--- config.mk ---
export PLATFORM = sky130hd
export DESIGN_NAME = sorted_event_priority_queue_top
export DESIGN_NICKNAME = d
export VERILOG_FILES = /design/src/rtl/core/speq_pkg.sv /design/src/rtl/core/sorted_event_priority_queue_top.sv /design/src/rtl/core/speq_cell.sv
export SDC_FILE = /design/constraint.sdc
export NUM_CORES = 2
export LEC_CHECK = 0
export ABC_AREA = 1
export BUFFER_PORTS_ARGS = -buffer_cell sky130_fd_sc_hd__buf_2
export CAP_MARGIN = 30
export CORE_ASPECT_RATIO = 0.9
export CORE_MARGIN = 4
export CORE_UTILIZATION = 55
export CTS_BUF_LIST = sky130_fd_sc_hd__clkbuf_4 sky130_fd_sc_hd__clkbuf_8
export CTS_CLUSTER_SIZE = 25
export DETAILED_ROUTE_END_ITERATION = 12
export GPL_ROUTABILITY_DRIVEN = 0
export PLACE_DENSITY = 0.75
export SKIP_LAST_GASP = 1
export SYNTH_ARGS = -nofsm -noshare
export SYNTH_HDL_FRONTEND = slang
export SYNTH_SLANG_ARGS = --single-unit
--- constraint.sdc ---
create_clock -name clk -period 10.3 [get_ports clk]
set_input_delay 1.545 -clock clk [delete_from_list [all_inputs] [get_ports clk]]
set_output_delay 1.545 -clock clk [all_outputs]
set_load 0.05 [all_outputs]
--- src/rtl/core/speq_pkg.sv ---
`timescale 1ns / 1ps

package speq_pkg;

  localparam logic MODE_INSERT = 1'b0;
  localparam logic MODE_POP    = 1'b1;

  localparam logic [1:0] STATUS_DONE       = 2'd0;
  localparam logic [1:0] STATUS_POP_EMPTY  = 2'd1;
  localparam logic [1:0] STATUS_INSERT_FULL = 2'd2;

  typedef struct packed {
    logic        mode;
    logic [31:0] event_time;
    logic [15:0] job_number;
    logic [2:0]  event_kind;
  } req_item_t;

  typedef struct packed {
    logic [31:0] out_time;
    logic [15:0] out_job;
    logic [2:0]  out_kind;
    logic [1:0]  status;
    logic [4:0]  entries_held;
  } rsp_item_t;

  typedef struct packed {
    logic [31:0] ev_time;
    logic [15:0] job;
    logic [2:0]  kind;
  } entry_t;

  typedef struct packed {
    logic insert;
    logic pop;
  } cell_cmd_t;

  typedef enum logic {
    ST_IDLE,
    ST_EXEC
  } state_t;

endpackage

--- src/rtl/core/sorted_event_priority_queue_top.sv ---
`timescale 1ns / 1ps

// An accepted request enters the execute state, which registers the result beat.
// New requests are taken only in idle; all cells shift together in the execute step.
// A result that is not taken holds back the next item's execute cycle only.
// Reset clears the entry count, the control state and the result valid flag.
// Cell contents are not reset; the count alone marks which cells hold entries.
module sorted_event_priority_queue_top import speq_pkg::*; #(
  parameter int QUEUE_DEPTH = 16
) (
  input  logic      clk,
  input  logic      rst,
  input  logic      req_valid,
  output logic      req_ready,
  input  req_item_t req,
  output logic      rsp_valid,
  input  logic      rsp_ready,
  output rsp_item_t rsp
);

  localparam int CNT_W = $clog2(QUEUE_DEPTH + 1);

  state_t            state;
  state_t            state_next;
  req_item_t         cur;
  logic [CNT_W-1:0]  count;
  logic [CNT_W-1:0]  count_next;
  logic [CNT_W+4:0]  count_ext;
  rsp_item_t         rsp_next;
  cell_cmd_t         cmd;
  entry_t            new_entry;
  entry_t            cell_q [QUEUE_DEPTH];
  logic [QUEUE_DEPTH-1:0] after;
  logic [QUEUE_DEPTH-1:0] occ;
  logic              exec_go;
  logic              is_insert;
  logic              full;
  logic              empty;

  assign new_entry = '{ev_time: cur.event_time, job: cur.job_number, kind: cur.event_kind};

  genvar g;
  for (g = 0; g < QUEUE_DEPTH; g++) begin : g_cell
    entry_t left_e;
    entry_t right_e;
    logic   left_a;

    assign occ[g] = CNT_W'(g) < count;

    if (g == 0) begin : g_first
      assign left_e = new_entry;
      assign left_a = 1'b0;
    end else begin : g_mid
      assign left_e = cell_q[g-1];
      assign left_a = after[g-1];
    end

    if (g == QUEUE_DEPTH - 1) begin : g_last
      assign right_e = cell_q[g];
    end else begin : g_inner
      assign right_e = cell_q[g+1];
    end

    speq_cell u_cell (
      .clk        (clk),
      .cmd        (cmd),
      .new_entry  (new_entry),
      .left_entry (left_e),
      .right_entry(right_e),
      .left_after (left_a),
      .occupied   (occ[g]),
      .after      (after[g]),
      .entry      (cell_q[g])
    );
  end

  assign is_insert = cur.mode == MODE_INSERT;
  assign full      = count == CNT_W'(QUEUE_DEPTH);
  assign empty     = count == '0;
  assign cmd.insert = exec_go && is_insert && !full;
  assign cmd.pop    = exec_go && !is_insert && !empty;

  always_comb begin
    count_next = count;
    if (cmd.insert) begin
      count_next = count + CNT_W'(1);
    end else if (cmd.pop) begin
      count_next = count - CNT_W'(1);
    end
  end

  assign count_ext = {5'b0, count_next};

  always_comb begin
    rsp_next = '0;
    rsp_next.entries_held = count_ext[4:0];
    if (is_insert) begin
      rsp_next.status = full ? STATUS_INSERT_FULL : STATUS_DONE;
    end else if (empty) begin
      rsp_next.status = STATUS_POP_EMPTY;
    end else begin
      rsp_next.status   = STATUS_DONE;
      rsp_next.out_time = cell_q[0].ev_time;
      rsp_next.out_job  = cell_q[0].job;
      rsp_next.out_kind = cell_q[0].kind;
    end
  end

  always_ff @(posedge clk) begin
    if (rst) begin
      state <= ST_IDLE;
    end else begin
      state <= state_next;
    end
  end

  always_comb begin
    state_next = state;
    req_ready  = 1'b0;
    exec_go    = 1'b0;
    case (state)
      ST_IDLE: begin
        req_ready = 1'b1;
        if (req_valid) begin
          state_next = ST_EXEC;
        end
      end
      ST_EXEC: begin
        if (!rsp_valid || rsp_ready) begin
          exec_go    = 1'b1;
          state_next = ST_IDLE;
        end
      end
      default: begin
        state_next = ST_IDLE;
      end
    endcase
  end

  always_ff @(posedge clk) begin
    if (req_valid && req_ready) begin
      cur <= req;
    end
    if (exec_go) begin
      rsp <= rsp_next;
    end
  end

  always_ff @(posedge clk) begin
    if (rst) begin
      count     <= '0;
      rsp_valid <= 1'b0;
    end else begin
      count <= count_next;
      if (exec_go) begin
        rsp_valid <= 1'b1;
      end else if (rsp_ready) begin
        rsp_valid <= 1'b0;
      end
    end
  end

  a_count_bound: assert property (@(posedge clk) disable iff (rst)
    count <= CNT_W'(QUEUE_DEPTH))
    else $error("entry count exceeds queue depth");

  a_empty_pop: assert property (@(posedge clk) disable iff (rst)
    rsp_valid && rsp.status == STATUS_POP_EMPTY |-> rsp.entries_held == 5'd0)
    else $error("empty pop reported entries held");

  a_accept_exec: assert property (@(posedge clk) disable iff (rst)
    req_valid && req_ready |=> state == ST_EXEC)
    else $error("accepted beat did not enter execute");

  a_pop_count: assert property (@(posedge clk) disable iff (rst)
    cmd.pop |=> count == $past(count) - CNT_W'(1))
    else $error("pop did not decrement the count");

endmodule

--- src/rtl/core/speq_cell.sv ---
`timescale 1ns / 1ps

// One slot of the sorted list. The new entry lands in the first slot that is
// empty or holds a later time; every slot behind it takes its left neighbor.
module speq_cell import speq_pkg::*; (
  input  logic      clk,
  input  cell_cmd_t cmd,
  input  entry_t    new_entry,
  input  entry_t    left_entry,
  input  entry_t    right_entry,
  input  logic      left_after,
  input  logic      occupied,
  output logic      after,
  output entry_t    entry
);

  logic take_new;

  assign after    = !occupied || (entry.ev_time > new_entry.ev_time);
  assign take_new = after && !left_after;

  always_ff @(posedge clk) begin
    if (cmd.insert) begin
      if (take_new) begin
        entry <= new_entry;
      end else if (left_after) begin
        entry <= left_entry;
      end
    end else if (cmd.pop) begin
      entry <= right_entry;
    end
  end

endmodule

==> out/qor.csv <==
metric;value;unit
Final WS setup;5.71;ns
status;complete, no violations;
Sink Count;933;
area fraction of the dominant cell type after synthesis;0.450;
chip height;326;um
DRT antenna net count;0;
Starting Density;0.555;
Critical Path Source Type;flop;
Critical Path Fanout Max;53;
Synth Register Bits;933;
vias in the first global route;50700;
DRT Pass-1 Iters;6;
H-tree Lvls;4;
Worst Path Required;10.79;ns
# resized after CTS;0;
DRT iter0 DRCs;5939;
RSZ-0062 raised after global routing;false;
Slew @ Worst Pin;1.15;ns
synthesized area;61800;um^2
relative slew slack;0.235;
min Tclk post-route;4.59;ns
post-placement cell count;9180;
clk_lat worst skew;0.87;ns
hpwl dp;117;mm
CTS Buf Count;164;
Synthesized Nets;8499;
# Max-Cap Violations;0;
Via Count;52900;
die area;118000;um^2
Synth async-reset ratio;0;
clk buf depth;3;
Mean Syn Cell Area;7.80;um^2
WL final;167;mm
CTS tree;yes;
synth-to-layout area growth;7.86;%
Finished Layout Cells;9461;
final instance area;66700;um^2
CTS clk-pin slew, worst paths;0.06;ns
total track usage;0.279;
total gr overflow;0;
drt drc;0;
synth top area cells;edfxtp_1 45%, nand2_1 18%, nand3_1 12%;
initial antenna violation count;2;
Max Clock Freq;218;MHz
IO buf count;115;
Util after Layout;0.598;
vias per cell;5.59;
dpl cell area;63600;um^2
Pwr Density;144;nW/um^2
Post-CTS Setup Inserts;0;
cts hold-fix bufs;0;
proportion of layout cells with a drive suffix above 1;0.0688;
WS Path Type;reg2reg;
hold slack;0.516;ns
Overall Power;9.57;mW
hold crit path type;reg2reg;
final worst path period share;0.446;
CP endpoint kind;flop;
Fin. Hold Viols;0;
I/O pin count;116;
Die X;361;um
cells after synthesis;7928;
Final Skew;0.0404;ns
VDD IR max;0.0996;mV
first-pass GRT wire length;271;mm
core footprint;111000;um^2
Post-synth top flop;edfxtp_1;
Slew Viols, Final;0;
nets;8445;
register area share after synthesis;0.452;
Row Count;116;
Synth area leader;edfxtp_1;
CP Data Arrival Time;5.08;ns
post-synth cell types;36;
final setup fails;0;
Wirelength per Cell;17.7;um
largest net degree at the start of global routing;221;
EDFF count, synth;926;
setup tns final;0;ns
Leakage Power;32.5;nW
R2R Setup Slk;5.71;ns
dpl ws;5.25;ns
Ys Warns;0;
Root Buffer;clkbuf_8;
-- cell type report --
class                   instances  area [um^2]
clock buffers                 232         2790
flip-flops and latches        933        27900
multi-input cells            5625        28800
fillers                      9784        44800
repair buffers                233         1630
diodes                          6         15.0
well taps                    1475         1850
clock inverters                40          204
inverters                     917         3450
-- flip-flops by register name, summed over array words and instances (netlist names) --
name	count
g_cell.u_cell.entry	816
rsp	58
cur	52
count	5
rsp_valid	1
state	1
-- synth_stat cells, types with 2 or more instances --
library cell	instances
buf_2	168
o21ai_0	96
and3_1	2
a31oi_1	7
o21a_1	19
nand2_2	8
buf_1	16
nor3_1	15
nand3_1	1522
nand3b_1	5
nor2_2	2
xor2_1	2
dfxtp_1	7
nor2_1	217
a21o_1	20
edfxtp_1	926
a21oi_4	4
o21ai_1	2
nor3b_1	6
inv_1	907
nor3b_2	5
clkbuf_1	264
nand2_1	2886
ha_1	515
buf_6	5
a21oi_2	11
a21oi_1	228
inv_2	10
nand4_1	45
or2_2	2
-- path summary, 6_finish.rpt --
path | from | to | depth (start not counted)
setup / recovery | cur[37]$_DFFE_PP_ | g_cell[8].u_cell.entry[1]$_DFFE_PP_ | 15
hold / removal | rsp_valid$_SDFFE_PP0P_ | rsp_valid$_SDFFE_PP0P_ | 2
setup reg to reg | cur[37]$_DFFE_PP_ | g_cell[8].u_cell.entry[1]$_DFFE_PP_ | 15
hold reg to reg | rsp_valid$_SDFFE_PP0P_ | rsp_valid$_SDFFE_PP0P_ | 2
-- worst max-delay path, stage by stage, from the launching register on --
cell and delay, ns:
edfxtp_1 0.71, inv_1 0.08, buf_4 0.29, ha_1 0.34, nand2_1 0.05, inv_1 0.07
nand4_1 0.13, nor3b_1 0.40, nand2_1 0.10, nand2_1 0.13, nand2_1 0.07, nand2_1 0.06
buf_4 0.47, nor2_1 0.22, a21oi_4 0.57, buf_4 0.47
-- report_power, final --
| group | leakage (nW) | total, mW | switching, mW | internal [mW] |
|---|---|---|---|---|
| registers | 8.63 | 4.69 | 0.167 | 4.52 |
| logic | 22.3 | 1.59 | 1.10 | 0.493 |
| clock network | 1.59 | 3.29 | 1.56 | 1.73 |
| total | 32.5 | 9.57 | 2.83 | 6.74 |
-- placed cells by master (no fill, tap or decap), drive strengths merged, types with 4 or more instances in the layout --
master,count
nor3,15
nand3,1522
nand3b,5
clkbuf,232
o21ai,99
a21oi,243
ha,515
nand4,45
a21o,20
nor3b,11
buf,233
clkinvlp,4
diode,6
clkinv,32
o21a,19
inv,921
nand2,2894
a31oi,7
edfxtp,926
nor2,219
dfxtp,7
-- routing by layer --
layer | vias up | wire length (um) | global-route usage
met5 | - | 0 | 0
met4 | 0 | 4630 | 0.0914
met3 | 273 | 15200 | 0.0447
met2 | 2366 | 72600 | 0.430
met1 | 24200 | 74900 | 0.403
li1 | 26000 | - | -
-- cell families after synthesis --
family	count (synthesis)	synth area share
xor+xnor	2	0.000283
buf+inv	1370	0.0872
compound gates	392	0.0351
flops	933	0.452
fa+ha+maj	515	0.104
simple gates	4716	0.321
(Power assumes the default switching activity.)
